`config.mk`:
```
export PLATFORM = sky130hd
export DESIGN_NAME = midpoint_ellipse_generator_unit
export DESIGN_NICKNAME = d
export VERILOG_FILES = /design/src/design/meg_pkg.sv /design/src/design/meg_datapath.sv /design/src/design/meg_controller.sv /design/src/design/midpoint_ellipse_generator_unit.sv
export SDC_FILE = /design/constraint.sdc
export NUM_CORES = 2
export LEC_CHECK = 0
export ABC_CLOCK_PERIOD_IN_PS = 8900
export BUFFER_PORTS_ARGS = -buffer_cell sky130_fd_sc_hd__buf_2
export CORE_MARGIN = 1
export CORE_UTILIZATION = 50
export CTS_BUF_LIST = sky130_fd_sc_hd__clkbuf_16
export CTS_CLUSTER_SIZE = 40
export DETAILED_ROUTE_END_ITERATION = 12
export PLACE_DENSITY = 0.69
export SYNTH_ARGS = -nofsm -noshare
export SYNTH_HDL_FRONTEND = slang
export SYNTH_SLANG_ARGS = --single-unit
```
`constraint.sdc`:
```
create_clock -name clk_i -period 8.9 [get_ports clk_i]
set_input_delay 0.89 -clock clk_i [delete_from_list [all_inputs] [get_ports clk_i]]
set_output_delay 0.89 -clock clk_i [all_outputs]
set_load 0.03 [all_outputs]
```
`src/design/meg_pkg.sv`:
```
// shared types and constants of the midpoint ellipse generator
// no dependencies; used by controller, datapath and top level
`default_nettype none

package meg_pkg;

  // width of every coordinate on the result transfer
  localparam int OUT_W = 12;

  // operation codes on the input transfer
  localparam logic OP_START = 1'b0;
  localparam logic OP_STEP  = 1'b1;

  // datapath micro-operations issued by the controller
  typedef enum logic [3:0] {
    UOP_NONE      = 4'd0,
    UOP_LOAD      = 4'd1,
    UOP_SQ_RX     = 4'd2,
    UOP_SQ_RY     = 4'd3,
    UOP_INIT_DY   = 4'd4,
    UOP_INIT_DEC  = 4'd5,
    UOP_R2_TX     = 4'd6,
    UOP_R2_RY     = 4'd7,
    UOP_R2_TY     = 4'd8,
    UOP_R2_RX     = 4'd9,
    UOP_R2_PROD   = 4'd10,
    UOP_R2_FIN    = 4'd11,
    UOP_STEP      = 4'd12,
    UOP_EMIT_ZERO = 4'd13
  } uop_e;

  typedef struct packed {
    uop_e uop;
  } cmd_t;

  typedef struct packed {
    logic busy;
    logic need_region_two;
    logic out_free;
  } status_t;

endpackage

`default_nettype wire

```
`src/design/meg_datapath.sv`:
```
// datapath: walker registers, shared multiplier, decision update, result register
// depends on meg_pkg
`default_nettype none

module meg_datapath #(
  parameter int COORD_BITS  = 10,
  parameter int RADIUS_BITS = 9
) (
  input  wire                              clk_i,
  input  wire                              rst_ni,
  input  meg_pkg::cmd_t                    cmd_i,
  input  wire        [COORD_BITS-1:0]      center_x_i,
  input  wire        [COORD_BITS-1:0]      center_y_i,
  input  wire        [RADIUS_BITS-1:0]     radius_x_i,
  input  wire        [RADIUS_BITS-1:0]     radius_y_i,
  input  wire                              m_ready_i,
  output meg_pkg::status_t                 status_o,
  output logic                             out_valid_o,
  output logic                             point_valid_o,
  output logic signed [meg_pkg::OUT_W-1:0] right_x_o,
  output logic signed [meg_pkg::OUT_W-1:0] left_x_o,
  output logic signed [meg_pkg::OUT_W-1:0] lower_y_o,
  output logic signed [meg_pkg::OUT_W-1:0] upper_y_o,
  output logic                             in_region_two_o,
  output logic                             last_group_o
);

  localparam int OFS_W = RADIUS_BITS + 2;
  localparam int SQ_W  = 2 * RADIUS_BITS;
  localparam int MA_W  = 2 * RADIUS_BITS + 6;
  localparam int P_W   = MA_W + SQ_W;
  localparam int DEC_W = P_W;
  localparam int SLP_W = 3 * RADIUS_BITS + 4;
  localparam int CO_W  = (COORD_BITS > OFS_W) ? COORD_BITS : OFS_W;
  localparam int SUM_W = ((CO_W > meg_pkg::OUT_W) ? CO_W : meg_pkg::OUT_W) + 1;

  logic        [COORD_BITS-1:0]  cx_q, cx_d, cy_q, cy_d;
  logic        [RADIUS_BITS-1:0] rx_q, rx_d, ry_q, ry_d;
  logic        [SQ_W-1:0]        rx_sq_q, rx_sq_d, ry_sq_q, ry_sq_d;
  logic        [OFS_W-1:0]       ofs_x_q, ofs_x_d, ofs_y_q, ofs_y_d;
  logic signed [SLP_W-1:0]       sdx_q, sdx_d, sdy_q, sdy_d;
  logic signed [DEC_W-1:0]       dec_q, dec_d;
  logic        [P_W-1:0]         p_q, p_d;
  logic                          busy_q, busy_d, region_q, region_d;
  logic                          out_valid_q, out_valid_d;
  logic                          pv_q, pv_d, r2_q, r2_d, last_q, last_d;
  logic signed [meg_pkg::OUT_W-1:0] rx_out_q, rx_out_d, lx_out_q, lx_out_d;
  logic signed [meg_pkg::OUT_W-1:0] ly_out_q, ly_out_d, uy_out_q, uy_out_d;

  logic        [MA_W-1:0]        mul_a;
  logic        [SQ_W-1:0]        mul_b;
  logic        [P_W-1:0]         prod;
  logic        [OFS_W:0]         tx;
  logic        [OFS_W-1:0]       aty;
  logic signed [DEC_W-1:0]       p4, p_s, rx_sq_s, ry_sq_s, sx, sy, step_term;
  logic signed [SLP_W-1:0]       two_rx_sq, two_ry_sq, sdx_n, sdy_n, p2;
  logic        [SUM_W-1:0]       cx_ext, cy_ext, ox_ext, oy_ext;
  logic        [SUM_W-1:0]       right_full, left_full, lower_full, upper_full;

  // operands the multiplier and the decision update draw from
  assign tx        = {ofs_x_q, 1'b1};
  assign aty       = (ofs_y_q == '0) ? OFS_W'(1) : ofs_y_q - OFS_W'(1);
  assign prod      = mul_a * mul_b;
  assign p_s       = $signed(p_q);
  assign p4        = $signed({p_q[P_W-3:0], 2'b00});
  assign p2        = $signed({p_q[SLP_W-2:0], 1'b0});
  assign rx_sq_s   = $signed({{(DEC_W-SQ_W){1'b0}}, rx_sq_q});
  assign ry_sq_s   = $signed({{(DEC_W-SQ_W){1'b0}}, ry_sq_q});
  assign two_rx_sq = $signed({{(SLP_W-SQ_W-1){1'b0}}, rx_sq_q, 1'b0});
  assign two_ry_sq = $signed({{(SLP_W-SQ_W-1){1'b0}}, ry_sq_q, 1'b0});
  assign sdx_n     = sdx_q + two_ry_sq;
  assign sdy_n     = sdy_q - two_rx_sq;
  assign sx        = $signed({{(DEC_W-SLP_W){sdx_n[SLP_W-1]}}, sdx_n});
  assign sy        = $signed({{(DEC_W-SLP_W){sdy_n[SLP_W-1]}}, sdy_n});

  assign cx_ext     = {{(SUM_W-COORD_BITS){1'b0}}, cx_q};
  assign cy_ext     = {{(SUM_W-COORD_BITS){1'b0}}, cy_q};
  assign ox_ext     = {{(SUM_W-OFS_W){1'b0}}, ofs_x_q};
  assign oy_ext     = {{(SUM_W-OFS_W){1'b0}}, ofs_y_q};
  assign right_full = cx_ext + ox_ext;
  assign left_full  = cx_ext - ox_ext;
  assign lower_full = cy_ext + oy_ext;
  assign upper_full = cy_ext - oy_ext;

  always_comb begin
    cx_d = cx_q;  cy_d = cy_q;  rx_d = rx_q;  ry_d = ry_q;
    rx_sq_d = rx_sq_q;  ry_sq_d = ry_sq_q;
    ofs_x_d = ofs_x_q;  ofs_y_d = ofs_y_q;
    sdx_d = sdx_q;  sdy_d = sdy_q;  dec_d = dec_q;  p_d = p_q;
    busy_d = busy_q;  region_d = region_q;
    pv_d = pv_q;  r2_d = r2_q;  last_d = last_q;
    rx_out_d = rx_out_q;  lx_out_d = lx_out_q;
    ly_out_d = ly_out_q;  uy_out_d = uy_out_q;
    mul_a = '0;
    mul_b = '0;
    step_term = '0;
    out_valid_d = out_valid_q && !m_ready_i;

    unique case (cmd_i.uop)
      meg_pkg::UOP_NONE: begin
      end
      meg_pkg::UOP_LOAD: begin
        cx_d     = center_x_i;
        cy_d     = center_y_i;
        rx_d     = radius_x_i;
        ry_d     = radius_y_i;
        ofs_x_d  = '0;
        ofs_y_d  = {{(OFS_W-RADIUS_BITS){1'b0}}, radius_y_i};
        sdx_d    = '0;
        region_d = 1'b0;
        busy_d   = 1'b1;
      end
      meg_pkg::UOP_SQ_RX: begin
        mul_a = {{(MA_W-RADIUS_BITS){1'b0}}, rx_q};
        mul_b = {{(SQ_W-RADIUS_BITS){1'b0}}, rx_q};
        p_d   = prod;
      end
      meg_pkg::UOP_SQ_RY: begin
        rx_sq_d = p_q[SQ_W-1:0];
        mul_a   = {{(MA_W-RADIUS_BITS){1'b0}}, ry_q};
        mul_b   = {{(SQ_W-RADIUS_BITS){1'b0}}, ry_q};
        p_d     = prod;
      end
      meg_pkg::UOP_INIT_DY: begin
        // 4*ry^2 + rx^2, then rx^2*ry for the slope and the last term
        ry_sq_d = p_q[SQ_W-1:0];
        dec_d   = p4 + rx_sq_s;
        mul_a   = {{(MA_W-SQ_W){1'b0}}, rx_sq_q};
        mul_b   = {{(SQ_W-RADIUS_BITS){1'b0}}, ry_q};
        p_d     = prod;
      end
      meg_pkg::UOP_INIT_DEC: begin
        sdy_d = p2;
        dec_d = dec_q - p4;
      end
      meg_pkg::UOP_R2_TX: begin
        region_d = 1'b1;
        mul_a    = {{(MA_W-OFS_W-1){1'b0}}, tx};
        mul_b    = {{(SQ_W-OFS_W-1){1'b0}}, tx};
        p_d      = prod;
      end
      meg_pkg::UOP_R2_RY: begin
        mul_a = p_q[MA_W-1:0];
        mul_b = ry_sq_q;
        p_d   = prod;
      end
      meg_pkg::UOP_R2_TY: begin
        dec_d = p_s;
        mul_a = {{(MA_W-OFS_W){1'b0}}, aty};
        mul_b = {{(SQ_W-OFS_W){1'b0}}, aty};
        p_d   = prod;
      end
      meg_pkg::UOP_R2_RX: begin
        mul_a = p_q[MA_W-1:0];
        mul_b = rx_sq_q;
        p_d   = prod;
      end
      meg_pkg::UOP_R2_PROD: begin
        dec_d = dec_q + p4;
        mul_a = {{(MA_W-SQ_W){1'b0}}, rx_sq_q};
        mul_b = ry_sq_q;
        p_d   = prod;
      end
      meg_pkg::UOP_R2_FIN: begin
        dec_d = dec_q - p4;
      end
      meg_pkg::UOP_STEP: begin
        out_valid_d = 1'b1;
        pv_d        = 1'b1;
        rx_out_d    = $signed(right_full[meg_pkg::OUT_W-1:0]);
        lx_out_d    = $signed(left_full[meg_pkg::OUT_W-1:0]);
        ly_out_d    = $signed(lower_full[meg_pkg::OUT_W-1:0]);
        uy_out_d    = $signed(upper_full[meg_pkg::OUT_W-1:0]);
        r2_d        = region_q;
        last_d      = region_q && (ofs_y_q == '0);
        if (!region_q) begin
          ofs_x_d = ofs_x_q + OFS_W'(1);
          sdx_d   = sdx_n;
          if (dec_q[DEC_W-1]) begin
            step_term = sx + ry_sq_s;
          end else begin
            ofs_y_d   = ofs_y_q - OFS_W'(1);
            sdy_d     = sdy_n;
            step_term = sx - sy + ry_sq_s;
          end
          dec_d = dec_q + (step_term <<< 2);
        end else if (ofs_y_q == '0) begin
          busy_d = 1'b0;
        end else begin
          ofs_y_d = ofs_y_q - OFS_W'(1);
          sdy_d   = sdy_n;
          if (!dec_q[DEC_W-1] && (dec_q != '0)) begin
            step_term = rx_sq_s - sy;
          end else begin
            ofs_x_d   = ofs_x_q + OFS_W'(1);
            sdx_d     = sdx_n;
            step_term = sx - sy + rx_sq_s;
          end
          dec_d = dec_q + (step_term <<< 2);
        end
      end
      meg_pkg::UOP_EMIT_ZERO: begin
        out_valid_d = 1'b1;
        pv_d        = 1'b0;
        rx_out_d    = '0;
        lx_out_d    = '0;
        ly_out_d    = '0;
        uy_out_d    = '0;
        r2_d        = 1'b0;
        last_d      = 1'b0;
      end
      default: begin
      end
    endcase
  end

  always_ff @(posedge clk_i or negedge rst_ni) begin
    if (!rst_ni) begin
      busy_q      <= 1'b0;
      region_q    <= 1'b0;
      out_valid_q <= 1'b0;
    end else begin
      busy_q      <= busy_d;
      region_q    <= region_d;
      out_valid_q <= out_valid_d;
    end
  end

  always_ff @(posedge clk_i) begin
    cx_q     <= cx_d;
    cy_q     <= cy_d;
    rx_q     <= rx_d;
    ry_q     <= ry_d;
    rx_sq_q  <= rx_sq_d;
    ry_sq_q  <= ry_sq_d;
    ofs_x_q  <= ofs_x_d;
    ofs_y_q  <= ofs_y_d;
    sdx_q    <= sdx_d;
    sdy_q    <= sdy_d;
    dec_q    <= dec_d;
    p_q      <= p_d;
    pv_q     <= pv_d;
    r2_q     <= r2_d;
    last_q   <= last_d;
    rx_out_q <= rx_out_d;
    lx_out_q <= lx_out_d;
    ly_out_q <= ly_out_d;
    uy_out_q <= uy_out_d;
  end

  assign status_o.busy            = busy_q;
  assign status_o.need_region_two = !region_q && !(sdx_q < sdy_q);
  assign status_o.out_free        = !out_valid_q || m_ready_i;

  assign out_valid_o     = out_valid_q;
  assign point_valid_o   = pv_q;
  assign right_x_o       = rx_out_q;
  assign left_x_o        = lx_out_q;
  assign lower_y_o       = ly_out_q;
  assign upper_y_o       = uy_out_q;
  assign in_region_two_o = r2_q;
  assign last_group_o    = last_q;

endmodule

`default_nettype wire

```
`src/design/meg_controller.sv`:
```
// controller: sequences start set-up, region change and steps over the datapath
// depends on meg_pkg
`default_nettype none

module meg_controller (
  input  wire              clk_i,
  input  wire              rst_ni,
  input  wire              s_valid_i,
  input  wire              operation_i,
  input  meg_pkg::status_t status_i,
  output logic             s_ready_o,
  output meg_pkg::cmd_t    cmd_o
);

  typedef enum logic [12:0] {
    S_IDLE     = 13'h0001,
    S_SQ_RX    = 13'h0002,
    S_SQ_RY    = 13'h0004,
    S_INIT_DY  = 13'h0008,
    S_INIT_DEC = 13'h0010,
    S_R2_TX    = 13'h0020,
    S_R2_RY    = 13'h0040,
    S_R2_TY    = 13'h0080,
    S_R2_RX    = 13'h0100,
    S_R2_PROD  = 13'h0200,
    S_R2_FIN   = 13'h0400,
    S_STEP     = 13'h0800,
    S_ZERO     = 13'h1000
  } state_e;

  state_e state_q, state_d;

  always_comb begin
    state_d   = state_q;
    cmd_o.uop = meg_pkg::UOP_NONE;
    s_ready_o = 1'b0;
    unique case (state_q)
      S_IDLE: begin
        s_ready_o = 1'b1;
        if (s_valid_i) begin
          if (operation_i == meg_pkg::OP_START) begin
            cmd_o.uop = meg_pkg::UOP_LOAD;
            state_d   = S_SQ_RX;
          end else if (!status_i.busy) begin
            state_d = S_ZERO;
          end else if (status_i.need_region_two) begin
            state_d = S_R2_TX;
          end else begin
            state_d = S_STEP;
          end
        end
      end
      S_SQ_RX: begin
        cmd_o.uop = meg_pkg::UOP_SQ_RX;
        state_d   = S_SQ_RY;
      end
      S_SQ_RY: begin
        cmd_o.uop = meg_pkg::UOP_SQ_RY;
        state_d   = S_INIT_DY;
      end
      S_INIT_DY: begin
        cmd_o.uop = meg_pkg::UOP_INIT_DY;
        state_d   = S_INIT_DEC;
      end
      S_INIT_DEC: begin
        cmd_o.uop = meg_pkg::UOP_INIT_DEC;
        state_d   = S_ZERO;
      end
      S_R2_TX: begin
        cmd_o.uop = meg_pkg::UOP_R2_TX;
        state_d   = S_R2_RY;
      end
      S_R2_RY: begin
        cmd_o.uop = meg_pkg::UOP_R2_RY;
        state_d   = S_R2_TY;
      end
      S_R2_TY: begin
        cmd_o.uop = meg_pkg::UOP_R2_TY;
        state_d   = S_R2_RX;
      end
      S_R2_RX: begin
        cmd_o.uop = meg_pkg::UOP_R2_RX;
        state_d   = S_R2_PROD;
      end
      S_R2_PROD: begin
        cmd_o.uop = meg_pkg::UOP_R2_PROD;
        state_d   = S_R2_FIN;
      end
      S_R2_FIN: begin
        cmd_o.uop = meg_pkg::UOP_R2_FIN;
        state_d   = S_STEP;
      end
      S_STEP: begin
        // wait for room in the result register
        if (status_i.out_free) begin
          cmd_o.uop = meg_pkg::UOP_STEP;
          state_d   = S_IDLE;
        end
      end
      S_ZERO: begin
        if (status_i.out_free) begin
          cmd_o.uop = meg_pkg::UOP_EMIT_ZERO;
          state_d   = S_IDLE;
        end
      end
      default: begin
        state_d = S_IDLE;
      end
    endcase
  end

  always_ff @(posedge clk_i or negedge rst_ni) begin
    if (!rst_ni) begin
      state_q <= S_IDLE;
    end else begin
      state_q <= state_d;
    end
  end

endmodule

`default_nettype wire

```
`src/design/midpoint_ellipse_generator_unit.sv`:
```
// top level of the midpoint ellipse generator: stream ports, controller and datapath
// depends on meg_pkg, meg_controller, meg_datapath
// usage:
//   slave channel carries commands; tuser is the operation (start or step), tdata the
//   centre and radii, read only on start. every command gives exactly one transfer
//   on the master channel. a start answers with an all-zero result; a step answers
//   with one group of four symmetric points, or all zero when no ellipse is active.
// timing:
//   an ordinary step passes from idle to the step state, which registers its result once
//   the result register has room; a start runs its set-up states, whose three set-up
//   multiplies share the one multiplier, then the zero state. the step that crosses into
//   region two first runs the region-change states building the new decision term.
//   a new command is taken the cycle after the previous result is registered.
// reset:
//   rst_ni clears the controller, the active flag and the result valid; no ellipse
//   is active afterwards.
// stall:
//   the result waits in its register while m_axis_tready is low; the next command
//   may be accepted and worked on, and is held before its result until room appears.
`default_nettype none

module midpoint_ellipse_generator_unit #(
  parameter int COORD_BITS  = 10,
  parameter int RADIUS_BITS = 9
) (
  input  wire                          clk_i,
  input  wire                          rst_ni,
  // command channel
  input  wire                          s_axis_tvalid,
  output logic                         s_axis_tready,
  // center_x, center_y, radius_x, radius_y, zero padding to whole bytes
  input  wire  [((2*COORD_BITS+2*RADIUS_BITS+7)/8)*8-1:0] s_axis_tdata,
  // operation
  input  wire  [0:0]                   s_axis_tuser,
  // result channel
  output logic                         m_axis_tvalid,
  input  wire                          m_axis_tready,
  // right_x, left_x, lower_y, upper_y
  output logic [4*meg_pkg::OUT_W-1:0]  m_axis_tdata,
  // point_valid, in_region_two
  output logic [1:0]                   m_axis_tuser,
  // last_group
  output logic                         m_axis_tlast
);

  localparam int CY_LO = COORD_BITS;
  localparam int RX_LO = 2 * COORD_BITS;
  localparam int RY_LO = 2 * COORD_BITS + RADIUS_BITS;

  meg_pkg::cmd_t    cmd;
  meg_pkg::status_t status;

  logic                             point_valid;
  logic                             in_region_two;
  logic signed [meg_pkg::OUT_W-1:0] right_x, left_x, lower_y, upper_y;

  meg_controller u_ctrl (
    .clk_i       (clk_i),
    .rst_ni      (rst_ni),
    .s_valid_i   (s_axis_tvalid),
    .operation_i (s_axis_tuser[0]),
    .status_i    (status),
    .s_ready_o   (s_axis_tready),
    .cmd_o       (cmd)
  );

  meg_datapath #(
    .COORD_BITS  (COORD_BITS),
    .RADIUS_BITS (RADIUS_BITS)
  ) u_dp (
    .clk_i           (clk_i),
    .rst_ni          (rst_ni),
    .cmd_i           (cmd),
    .center_x_i      (s_axis_tdata[COORD_BITS-1:0]),
    .center_y_i      (s_axis_tdata[CY_LO +: COORD_BITS]),
    .radius_x_i      (s_axis_tdata[RX_LO +: RADIUS_BITS]),
    .radius_y_i      (s_axis_tdata[RY_LO +: RADIUS_BITS]),
    .m_ready_i       (m_axis_tready),
    .status_o        (status),
    .out_valid_o     (m_axis_tvalid),
    .point_valid_o   (point_valid),
    .right_x_o       (right_x),
    .left_x_o        (left_x),
    .lower_y_o       (lower_y),
    .upper_y_o       (upper_y),
    .in_region_two_o (in_region_two),
    .last_group_o    (m_axis_tlast)
  );

  // result packing, first field in the lowest bits
  assign m_axis_tdata = {upper_y, lower_y, left_x, right_x};
  assign m_axis_tuser = {in_region_two, point_valid};

endmodule

`default_nettype wire

```
# --- After elaboration in Yosys (flattened, before gate mapping) ---
# Cells that the tools add are included.
word_totals:
  wordCells: 160
  inputBits: 45
  ff_bits: 309
  out_inout_bits: 53
classes:
  n_mux: 53
  magnitude_cmp: 1
  eq_ne: 33
  multipliers: 1
  add_sub_neg: 18
  n_reduce_logical: 31
op_table:
  columns: ["op", "n"]
  rows:
  - ["40-bit two-way mux", 7]
  - ["42-bit one-hot mux with 5 select lines", 1]
  - ["31-bit two-way mux", 6]
  - ["13-bit one-hot mux with 12 select lines", 1]
  - ["24-bit one-hot mux with 6 select lines", 1]
  - ["42-bit adder", 3]
  - ["31-bit one-hot mux with 2 select lines", 2]
  - ["18-bit one-hot mux with 6 select lines", 1]
  - ["12-bit one-hot mux with 2 select lines", 4]
  - ["42-bit two-way mux", 2]
  - ["40-bit by 19-bit adder with 40-bit output", 2]
  - ["11-bit two-way mux", 7]
  - ["13-bit two-way mux", 4]
  - ["4-bit one-hot mux with 13 select lines", 1]
  - ["11-bit one-hot mux with 2 select lines", 2]
  - ["42-bit by 19-bit adder with 42-bit output", 1]
  - ["24-bit by 18-bit multiplier with 42-bit output", 1]
  - ["42-bit nonzero test", 1]
  - ["42-bit subtractor", 1]
  - ["31-bit by 19-bit adder with 32-bit output", 1]
  - ["19-bit by 31-bit subtractor with 32-bit output", 1]
  - ["31-bit by 31-bit subtractor with 32-bit output", 1]
  - ["31-bit by 20-bit adder with 31-bit output", 1]
  - ["31-bit less-than comparator", 1]
  - ["other kinds (39)", 84]

# --- Longest topological paths before layout ---
logic_depth:
  ltp_word: 11
  depth_mapped: 43

# --- Hierarchy ---
# From an unflattened synthesis, not the netlist that was laid out.
hier_totals:
  cells_unflattened: 4968
  area_unflattened_um2: 42538.3
modules_own_cells:
  columns: ["mod", "area_each_um2", "instances", "cells_per_inst"]
  rows:
  - ["meg_datapath", 41641.2, 1, 4881]
  - ["meg_controller", 882.1, 1, 85]
  - ["midpoint_ellipse_generator_unit", 15.0, 1, 2]

# --- Least setup slack after synthesis ---
# No wires, ideal clock.
synth_timing:
  kind: "register to register"
  from: "reg u_ctrl.state_q[11]"
  to: "reg u_dp.p_q[40], data pin"
  period_less_slack_ps: 9090
  slack_ps: -190
  t_arrival_ps: 8832
  t_required_ps: 8642
  path_stages_with_launch: 36
  path_buffers: 3
  path_cell_list: "dfrtp_1 > clkbuf_1 > nor3_1 > nand2_1 > or4_1 > nor3b_1 > clkbuf_1 > a221o_1 > or2_2 > clkbuf_1 > nand2_1 > fa_1 > inv_1 > fa_1 > inv_1 > fa_1 > inv_1 > fa_1 > fa_1 > inv_1 > fa_1 > inv_1 > ha_1 > nand3_1 > nor2_1 > a21oi_1 > nand2_1 > a41oi_1 > nor3_1 > o41ai_1 > o211a_1 > a2111o_1 > a31oi_1 > a21o_1 > a21oi_1 > xnor2_1"
synth_via:
  elab_chain_cells: 6
synth_rtl:
  columns: ["element", "line", "rtl"]
  rows:
  - ["start: declaration", "meg_controller.sv:31", "state_e state_q, state_d;"]
  - ["start signal: assignment", "meg_controller.sv:116", "state_q <= state_d;"]
  - ["13-bit equality test (tied with other cells)", "meg_controller.sv:37", "unique case (state_q)"]
  - ["4-bit one-hot mux with 13 select lines *", "meg_controller.sv:37", null]
  - ["4-bit by 3-bit equality test with 1-bit output (tied with other cells)", "meg_datapath.sv:99", "unique case (cmd_i.uop)"]
  - ["2-bit OR reduction (no line)", null, null]
  - ["24-bit one-hot mux with 6 select lines or 18-bit one-hot mux with 6 select lines (tied branches)", "meg_datapath.sv:99", null]
  - ["24-bit by 18-bit multiplier with 42-bit output *", "meg_datapath.sv:63", "assign prod = mul_a * mul_b;"]
  - ["net u_dp.prod[40]", "meg_datapath.sv:52", "logic [P_W-1:0] prod;"]
  - ["end signal: assignment", "meg_datapath.sv:241", "p_q <= p_d;"]
  - ["end: declaration", "meg_datapath.sv:43", "logic [P_W-1:0] p_q, p_d;"]
# The timed path passes the listed nets; every way through them passes the cells marked *.
# A chain may end at the register's enable or synchronous reset.

# --- Final worst setup path ---
layout_timing:
  from: "reg u_dp.rx_sq_q[4]"
  to: "reg u_dp.dec_q[39], data pin"
layout_via:
  elab_chain_cells: 11
layout_rtl:
  columns: ["element", "line", "rtl"]
  rows:
  - ["start: declaration", "meg_datapath.sv:39", "logic [SQ_W-1:0] rx_sq_q, rx_sq_d, ry_sq_q, ry_sq_d;"]
  - ["start signal: assignment", "meg_datapath.sv:234", "rx_sq_q <= rx_sq_d;"]
  - ["31-bit by 20-bit subtractor with 31-bit output", "meg_datapath.sv:72", "assign sdy_n = sdy_q - two_rx_sq;"]
  - ["31-bit by 31-bit subtractor with 32-bit output", "meg_datapath.sv:184, meg_datapath.sv:197", null]
  - ["40-bit by 19-bit adder with 40-bit output", "meg_datapath.sv:197", "step_term = sx - sy + rx_sq_s;"]
  - ["40-bit two-way mux", "meg_datapath.sv:192", "if (!dec_q[DEC_W-1] && (dec_q != '0)) begin"]
  - ["40-bit two-way mux", "meg_datapath.sv:187", "end else if (ofs_y_q == '0) begin"]
  - ["40-bit two-way mux", "meg_datapath.sv:176", "if (!region_q) begin"]
  - ["40-bit two-way mux", "meg_datapath.sv:99", null]
  - ["42-bit adder", "meg_datapath.sv:199", "dec_d = dec_q + (step_term <<< 2);"]
  - ["42-bit two-way mux", "meg_datapath.sv:187", null]
  - ["42-bit two-way mux", "meg_datapath.sv:176", null]
  - ["42-bit one-hot mux with 5 select lines *", "meg_datapath.sv:99", null]
  - ["net u_dp.dec_d[39]", "meg_datapath.sv:42", "logic signed [DEC_W-1:0] dec_q, dec_d;"]
  - ["end signal: assignment", "meg_datapath.sv:240", "dec_q <= dec_d;"]
  - ["end: declaration", "meg_datapath.sv:42", null]
# The timed path passes the listed nets; every way through them passes the cells marked *. The select of a mux whose other input is x is not followed.

==> run summary <==
LEAKAGE: 23.1 nW
Post-DRT Antenna Nets: 0
Internal: 7.37 mW
Worst Setup EP: u_dp.dec_q[39]$_DFFE_PP_
Netlist cell types: 99
post-DP HPWL: 112 mm
WL/cell: 20.7 µm
final period utilization: 96.6%
fin cells: 6557
Overflow after GRT: 0
Worst Hold Class: primary input to asynchronous set/reset pin
dpl ws: -573 ps
nets: 6235
CTS sink cnt: 305
top post-synthesis cells by area: edfxtp_1 21%, fa_1 17%, ha_1 11%
Die Area: 85400 µm²
minimum clock period: 8600 ps
Skew-Pair Late Insertion Delay: 590 ps
EDFF count, synth: 289
Total Wirelength: 136 mm
vias after detailed routing: 38374
Final Max Slew Viols: 0
Yosys top cell by area: edfxtp_1
most common cell in the netlist: inv_1
Initial Utilization: 50.4%
CP max-delay cell: edfxtp_1
cells after synthesis: 4898
Final setup viols: 0
core area: 83600 µm²
r2r endpoint: u_dp.dec_q[39]$_DFFE_PP_
Hold WS: 227 ps
WP data required: 9220 ps
DRC viols: 0
Final Wtd Congestion: 0.984
final core utilization: 59.6%
endpoint class of the critical path: flop
R2R Setup Slk: 300 ps
worst setup margin: 300 ps
clock slew at reported path FFs: 70 ps
max cap viols: 0
Setup Skew: 39.7 ps
asr flop ratio synth: 5.25%
PwrDens: 280 nW/µm²
first-pass iteration count of the detailed router: 5
post-synthesis cell area: 42100 µm²
reg2reg path depth: 40
area grow syn2layout: 18.3%
WP data arrival: 8920 ps
final setup TNS: 0 ps
Num CTS Buffers: 40
Switching Share: 47.2%
Yosys reg bits: 305
row cnt: 106
Synthesis Warnings: 0
syn_nets: 5685
CP startpoint kind: flop
Mean Syn Cell Area: 8.60 µm²
synth cell count leaders: 597 x inv_1, 499 x nand2_1, 495 x nor2_1
crit-path max cell delay: 410 ps
Setup CP Type: flop to flop
first-pass GRT wire length: 211 mm
Seq pwr share: 16.9%
H-Tree Depth: 2
Peak supply drop: 0.200 mV
critical path's most frequent cell: buf_4
die width: 292 µm
CTS root buffer: clkbuf_16
number of diodes: 0
Inst Count DP: 6469
switching power: 6.57 mW
Synth top area share: 20.6%
Die H: 292 µm
Rel. slew slack: 9.97%
final hold violations: 0
Top FF cell, synth: edfxtp_1
crit-path max FO: 6
Critical Path Source: u_dp.rx_sq_q[4]$_DFFE_PN_
initial antenna violation count: 0
outcome: complete, no violations
clock share of power: 11.9%
worst r2r src: u_dp.rx_sq_q[4]$_DFFE_PN_
Vias/cell: 5.85
sequential fraction of the synthesis area: 21.6%
highest clock rate: 116 MHz
worst-margin pin slew: 1350 ps
I/O Buffers: 95
Iteration-0 DRC Markers: 3627
number of global-route vias before repair: 37895
layout cells sized above 1: 17.1%
largest net degree at the start of global routing: 58
logic gate share of total power: 71.2%
clk buf depth: 3
Tot GR Track Use: 31.6%
I/O pin cnt: 98
CTS tree: done
-- critical path, delay by kind of cell (launching register included) --
family	cells	cell delay (ps)
AOI/OAI and AO/OA	18	3740
DFF	1	410
muxes	1	180
and+or+nand+nor	9	1640
adders and majority gates	4	1030
xor gates and xnor gates	1	210
buffers and inverters	7	1090
-- through the flow --
| step | total power, mW | instance area, µm² |
|---|---|---|
| 3_3_place_gp | 11.6 | 47900 |
| 4_1_cts | 13.5 | 49200 |
| 2_1_floorplan | 8.21 | 42100 |
| 6_report | 13.9 | 49800 |
| 3_5_place_dp | 11.7 | 47900 |
| 5_1_grt | 14.9 | 49800 |
-- power by group through the flow --
stage,Sequential [mW],Clock [mW],Combinational [mW]
3_3_place_gp,2.35,0,9.22
3_5_place_dp,2.36,0,9.34
6_report,2.35,1.66,9.93
2_1_floorplan,2.27,0,5.95
5_1_grt,2.37,1.72,10.8
4_1_cts,2.33,1.68,9.45
-- metal layers --
metal,track usage (%),vias up,share of wire (%)
met3,5.32,281,9.5
met2,49.0,1620,44
met4,11.0,0,3.9
met5,0,-,0
li1,-,17895,-
met1,44.6,18578,42
-- layout by cell type, fill, tap and decap left out, types with 107 or more instances in the layout --
cell / instances
a21o_1: 107
a21oi_1: 264
buf_4: 611
edfxtp_1: 289
fa_1: 364
ha_1: 372
inv_1: 602
nand2_1: 494
nor2_1: 485
o21ai_0: 223
xnor2_1: 248
xor2_1: 126
-- worst min path at each step --
stage | endpoint | slack [ps] | cells after the start
6_report | u_dp.region_q$_DFFE_PN0P_ | 230 | 1
4_1_cts | u_dp.busy_q$_DFFE_PN0P_ | 220 | 1
2_1_floorplan | u_dp.rx_sq_q[0]$_DFFE_PN_ | 470 | 0
3_3_place_gp | u_dp.busy_q$_DFFE_PN0P_ | 520 | 2
5_1_grt | u_dp.busy_q$_DFFE_PN0P_ | 240 | 1
3_5_place_dp | u_dp.busy_q$_DFFE_PN0P_ | 540 | 2
-- registers in the layout (all words and copies together) (netlist names), 10 cells and up --
| register | cells |
|---|---|
| u_dp.cx_q | 10 |
| u_dp.left_x_o | 11 |
| u_dp.ofs_y_q | 11 |
| u_dp.lower_y_o | 12 |
| u_dp.ry_sq_q | 18 |
| u_dp.right_x_o | 12 |
| u_dp.p_q | 42 |
| u_dp.cy_q | 10 |
| u_dp.sdy_q | 30 |
| u_dp.ofs_x_q | 11 |
| u_dp.upper_y_o | 11 |
| u_dp.rx_sq_q | 18 |
| u_dp.dec_q | 42 |
| u_ctrl.state_q | 13 |
| u_dp.sdx_q | 30 |
-- cells by family after synthesis --
kind of cell,after synthesis,synth area share [%]
mux,19,0.457
fa+ha+maj,742,28.5
flops,305,21.6
xor+xnor,379,7.90
simple gates,1561,17.3
buf+inv,809,7.28
compound gates,1083,16.9
-- what timing repair did --
action	4_1_cts	5_1_grt
pin swaps	3	43
gates resized for setup	15	112
endpoints found under the setup margin	13	22
hold buffers	0	0
buffers inserted	0	17
-- cell type report --
| cell class | count | area [µm²] |
|---|---|---|
| fillers | 7355 | 33700 |
| multi-input cells | 3784 | 30600 |
| flip-flops and latches | 305 | 9080 |
| repair buffers | 717 | 5250 |
| inverters | 600 | 2250 |
| well taps | 1080 | 1350 |
| clock buffers | 40 | 1000 |
| clock inverters | 31 | 288 |
(Power assumes the default switching activity.)
